`src/rtl/spq_pkg.sv`:
```
`timescale 1ns / 1ps

package spq_pkg;

  // Default queue depth and fixed field widths
  localparam int QUEUE_DEPTH = 64;
  localparam int DATA_W      = 32;
  localparam int OCC_W       = 7;

  // Command codes
  localparam logic CMD_ENQUEUE = 1'b0;
  localparam logic CMD_DEQUEUE = 1'b1;

  // One request item
  typedef struct packed {
    logic                     command;
    logic signed [DATA_W-1:0] item_value;
    logic signed [DATA_W-1:0] item_priority;
  } req_t;

  // One response item
  typedef struct packed {
    logic signed [DATA_W-1:0] head_value;
    logic                     head_valid;
    logic                     empty_error;
    logic                     full_error;
    logic [OCC_W-1:0]         occupancy;
  } rsp_t;

  // One stored queue entry
  typedef struct packed {
    logic signed [DATA_W-1:0] value;
    logic signed [DATA_W-1:0] prio;
  } entry_t;

  // Commands from controller to datapath
  typedef struct packed {
    logic capture;     // latch the accepted request
    logic rd_head;     // read the head entry
    logic rd_last;     // read the last entry, start the walk
    logic rd_prev;     // read the entry before the current one
    logic wr_shift;    // move the entry just read one place back
    logic wr_item;     // write the held item
    logic slot_zero;   // item goes to the head slot, else behind the current entry
    logic pop;         // return the head and drop it
    logic push;        // count the inserted item
    logic err_empty;   // report dequeue on empty queue
    logic err_full;    // report enqueue on full queue
  } ctrl_t;

  // Status from datapath to controller
  typedef struct packed {
    logic is_deq;
    logic empty;
    logic full;
    logic move;        // entry just read must move back for the held item
    logic idx_zero;    // entry just read is the head
    logic res_free;    // response register can take a new item
  } status_t;

endpackage

```
`src/rtl/spq_ctrl.sv`:
```
`timescale 1ns / 1ps

module spq_ctrl (
  input  logic             clk,
  input  logic             rst,
  input  logic             req_valid,
  output logic             req_ready,
  input  spq_pkg::status_t status,
  output spq_pkg::ctrl_t   ctrl
);

  typedef enum logic [2:0] {
    S_IDLE,
    S_DISPATCH,
    S_POP,
    S_WALK,
    S_PLACE
  } state_t;

  state_t state;
  state_t state_next;

  assign req_ready = (state == S_IDLE) && status.res_free;

  // Decode commands and next state
  always_comb begin
    ctrl       = '0;
    state_next = state;
    case (state)
      S_IDLE: begin
        if (req_valid && req_ready) begin
          ctrl.capture = 1'b1;
          state_next   = S_DISPATCH;
        end
      end
      S_DISPATCH: begin
        if (status.is_deq) begin
          if (status.empty) begin
            ctrl.err_empty = 1'b1;
            state_next     = S_IDLE;
          end else begin
            ctrl.rd_head = 1'b1;
            state_next   = S_POP;
          end
        end else if (status.full) begin
          ctrl.err_full = 1'b1;
          state_next    = S_IDLE;
        end else if (status.empty) begin
          ctrl.wr_item   = 1'b1;
          ctrl.slot_zero = 1'b1;
          ctrl.push      = 1'b1;
          state_next     = S_IDLE;
        end else begin
          ctrl.rd_last = 1'b1;
          state_next   = S_WALK;
        end
      end
      S_POP: begin
        ctrl.pop   = 1'b1;
        state_next = S_IDLE;
      end
      S_WALK: begin
        if (status.move) begin
          ctrl.wr_shift = 1'b1;
          if (status.idx_zero) begin
            state_next = S_PLACE;
          end else begin
            ctrl.rd_prev = 1'b1;
          end
        end else begin
          ctrl.wr_item = 1'b1;
          ctrl.push    = 1'b1;
          state_next   = S_IDLE;
        end
      end
      S_PLACE: begin
        ctrl.wr_item   = 1'b1;
        ctrl.slot_zero = 1'b1;
        ctrl.push      = 1'b1;
        state_next     = S_IDLE;
      end
      default: begin
        state_next = S_IDLE;
      end
    endcase
  end

  // Hold state
  always_ff @(posedge clk) begin
    if (rst) begin
      state <= S_IDLE;
    end else begin
      state <= state_next;
    end
  end

`ifndef SYNTHESIS
  a_capture_dispatch: assert property (@(posedge clk) disable iff (rst)
    ctrl.capture |=> state == S_DISPATCH) else $error("capture without dispatch");
  a_pop_after_read: assert property (@(posedge clk) disable iff (rst)
    ctrl.pop |-> $past(ctrl.rd_head)) else $error("pop without head read");
  a_ready_idle: assert property (@(posedge clk) disable iff (rst)
    req_ready |-> state == S_IDLE) else $error("ready while busy");
`endif

endmodule

```
`config.mk`:
```
export PLATFORM = sky130hd
export DESIGN_NAME = spq_ctrl
export DESIGN_NICKNAME = d
export VERILOG_FILES = /design/src/rtl/spq_pkg.sv /design/src/rtl/spq_ctrl.sv
export SDC_FILE = /design/constraint.sdc
export NUM_CORES = 1
export LEC_CHECK = 0
export ABC_CLOCK_PERIOD_IN_PS = 3100
export BUFFER_PORTS_ARGS = -buffer_cell sky130_fd_sc_hd__buf_2
export CORE_AREA = 4 4 41 43
export DETAILED_ROUTE_END_ITERATION = 12
export DIE_AREA = 0 0 45 47
export PLACE_DENSITY = 0.44
export SYNTH_ARGS = -nofsm -noshare
export SYNTH_HDL_FRONTEND = slang
export SYNTH_SLANG_ARGS = --single-unit
```
`constraint.sdc`:
```
create_clock -name clk -period 3.1 [get_ports clk]
set_clock_uncertainty 0.05 [all_clocks]
set_input_delay 0.155 -clock clk [delete_from_list [all_inputs] [get_ports clk]]
set_output_delay 0.155 -clock clk [all_outputs]
set_load 0.01 [all_outputs]
```
==> summary.md <==
| Metric | Value |
|---|---|
| Nets | 65 |
| Combinational power share | 17.6% |
| Hold_sp | status[1] |
| Worst reg-to-reg path cell count | 3 |
| Leakage power total | 0.215 nW |
| Netlist area before placement | 265 µm² |
| F_max | 591 MHz |
| Max clock buf depth | 2 |
| Fin area | 382 µm² |
| Post-route minimum period | 1.69 ns |
| Clk sinks | 3 |
| Via count | 301 |
| Total power | 0.000134 W |
| PortBufs | 20 |
| Maximum vdd drop | 0.000126 V |
| Detail Route Antenna Nets | 0 |
| DR WL/cell | 10.2 µm |
| Max stage delay on crit path | 0.51 ns |
| Grt total ovfl | 0 |
| CP Max Fanout | 10 |
| Cells after synthesis | 35 |
| Setup bufs post-CTS | 0 |
| Setup violators final | 0 |
| Number of cells on the worst hold path | 2 |
| DRC | 0 |
| Crit Path Class | flop to output pin |
| Hold buffer count at cts | 0 |
| Xor-xnor portion of the synthesized cell area | 0% |
| RSZ-0062 raised after global routing | no |
| Max Cap Viol | 0 |
| Clk root buf | clkbuf_4 |
| Post-Syn Nets | 44 |
| Pwr per Cell Area | 352 nW/µm² |
| Antenna violations before repair | 0 |
| Final Slew Violations | 0 |
| Status | complete, no violations |
| Final hold vios | 0 |
| Die ar. | 2120 µm² |
| Min Hold Slack | 0.108 ns |
| Largest net degree at the start of global routing | 11 |
| Core Area | 1300 µm² |
| Clk pwr share | 50.6% |
| Number of buffers created by CTS | 3 |
| Num rows | 13 |
| Worst Path Required | 2.89 ns |
| DRT Pass-1 Iters | 2 |
| Switching Power | 0.0000339 W |
| Critical Path End Type | output pin |
| Startpoint types | flop |
| Via-per-instance ratio | 4.30 |
| Post-CTS sizing | 0 |
| Mux cell area share after synthesis | 0% |
| R2R Path End | state[1]$_SDFFE_PP0P_ |
| Die Ht | 47 µm |
| Largest regs | state: 3 flops |
| Overall Global Routing Usage | 7.19% |
| Internal power | 0.000101 W |
| Register area share after synthesis | 22.6% |
| CP Cell Sequence | or4b_4 > nor3_1 > buf_2 |
| Post-Synth Adder-Cell Area | 0% |
| Clk slew on worst S/H paths | 0.04 ns |
| Clock Latency Late Sink | 0.23 ns |
| Biggest register | state |
| Largest family of logic cells by synthesized area | simple AND/OR/NAND/NOR gates |
| FF-to-FF setup slack | 1.77 ns |
| Area grow syn2layout | 43.9% |
| Normalized max-slew margin | 81.9% |
| Synth Warn # | 0 |
| Final critical-path share of the clock period | 54.6% |
| Syn Area/Cell | 7.58 µm² |
| Starting density of the core | 20.4% |
| Placed Area | 355 µm² |
| TNS Setup | 0 ns |
| Compound-Gate Fraction of Synth Area | 15.6% |
| Number of global-route vias before repair | 272 |
| Worst EP arrival | 1.49 ns |
| IO Pins | 21 |
| Post-DP HPWL | 564 µm |
| Layout cells sized above 1 | 43.6% |
| CTS tree | built |
| Simple-gate share of the synthesized area | 49.5% |
| Net Sw Frac | 25.2% |
| Seq pwr share | 31.7% |
| ANT cells | 0 |
| Yosys reg bits | 3 |
| Cell variety after synth | 22 |
| Max reg flops | 3 |
| Final GP Congestion | 0.583 |
| First-pass GRT wire length | 1.08 mm |
| Worst flop-to-flop path startpoint | state[0]$_SDFFE_PP0P_ |
| WHS Endpoint | state[2]$_SDFFE_PP0P_ |
| Worst-Margin Slew | 0.270 ns |
| Die X | 45 µm |
| Detailed Route Iter0 Violations | 3 |
| Total Wirelength | 714 µm |
| Slowest CP cell | or4b_4 |
| Htree depth | 1 |
| Hold Crit Class | primary input to flop |
## stage by stage
stage | std cells | util, % | setup WS [ns]
after floorplan | 35 | - | 1.68
after global routing | 70 | 29.3 | 1.29
after CTS | 70 | 29.3 | 1.39
after detailed placement | 66 | 27.3 | 1.64
final | 70 | 29.3 | 1.41
after global placement | 66 | 27.3 | 1.66
## worst max-delay path by stage
stage / startpoint / end / slack (ns) / cells after the start
floorplan: state[1]$_SDFFE_PP0P_ / ctrl[8] / 1.68 / 3
global placement: state[0]$_SDFFE_PP0P_ / ctrl[8] / 1.66 / 3
detailed placement: state[0]$_SDFFE_PP0P_ / ctrl[8] / 1.64 / 3
CTS: state[0]$_SDFFE_PP0P_ / ctrl[8] / 1.39 / 3
global route: state[0]$_SDFFE_PP0P_ / ctrl[8] / 1.29 / 3
finish: state[0]$_SDFFE_PP0P_ / ctrl[8] / 1.41 / 3
## cells by family (layout without fill, tap and decap cells)
group           after synthesis  after routing
flops                         3              3
buf+inv                       5             25
compound gates                6              6
simple gates                 21             21
## critical path: cells and delay by family (launching register included)
family	cells	cell delay (ns)
flops	1	0.47
buf+inv	1	0.15
simple gates	2	0.64
## Yosys cell counts, drive strengths merged
library cell | n | area share (%)
nand3b | 1 | 2.8
and4b | 1 | 3.8
buf | 4 | 11
o31a | 1 | 3.3
a31oi | 1 | 2.4
nor3 | 4 | 7.5
and2b | 1 | 2.8
nor2 | 4 | 5.7
and3 | 3 | 7.1
o22ai | 1 | 2.4
inv | 1 | 1.4
o21a | 2 | 5.7
a21oi | 1 | 1.9
dfxtp | 3 | 23
nand2 | 1 | 1.4
or4b | 1 | 5.2
and2 | 1 | 2.4
nor3b | 1 | 2.8
and4 | 1 | 3.3
nor2b | 2 | 4.7
## power groups by stage
stage               registers, W  logic (W)  clock network [W]
finish                 0.0000427  0.0000237          0.0000681
global placement       0.0000431  0.0000244                  0
global route           0.0000431  0.0000270          0.0000717
floorplan              0.0000408  0.0000153                  0
CTS                    0.0000426  0.0000241          0.0000729
detailed placement     0.0000432  0.0000241                  0
## layout by cell type (no fill, tap or decap)
cell type   n
and2_1      1
o21a_1      2
inv_1       1
clkbuf_4    3
and4_1      1
buf_2      20
a21oi_1     1
and3_1      3
nand3b_1    1
nor2_1      4
clkbuf_1    1
a31oi_1     1
nor2b_1     2
o22ai_1     1
and4b_1     1
or4b_4      1
and2b_1     1
nand2_1     1
nor3_1      4
dfxtp_1     3
o31a_1      1
nor3b_1     1
## area by class of cell
cell class | instances | area [µm²]
well taps | 15 | 18.8
multi-input cells | 27 | 173
clock buffers | 4 | 26.3
repair buffers | 20 | 100
flip-flops and latches | 3 | 60.1
inverters | 1 | 3.75
fillers | 159 | 920
## layer usage
metal	track usage (%)	part of all wire (%)
met2	9.60	47
met3	1.92	9.4
met1	9.09	43
met5	0	0
met4	7.02	0
Power figures use the tool's default switching activity.
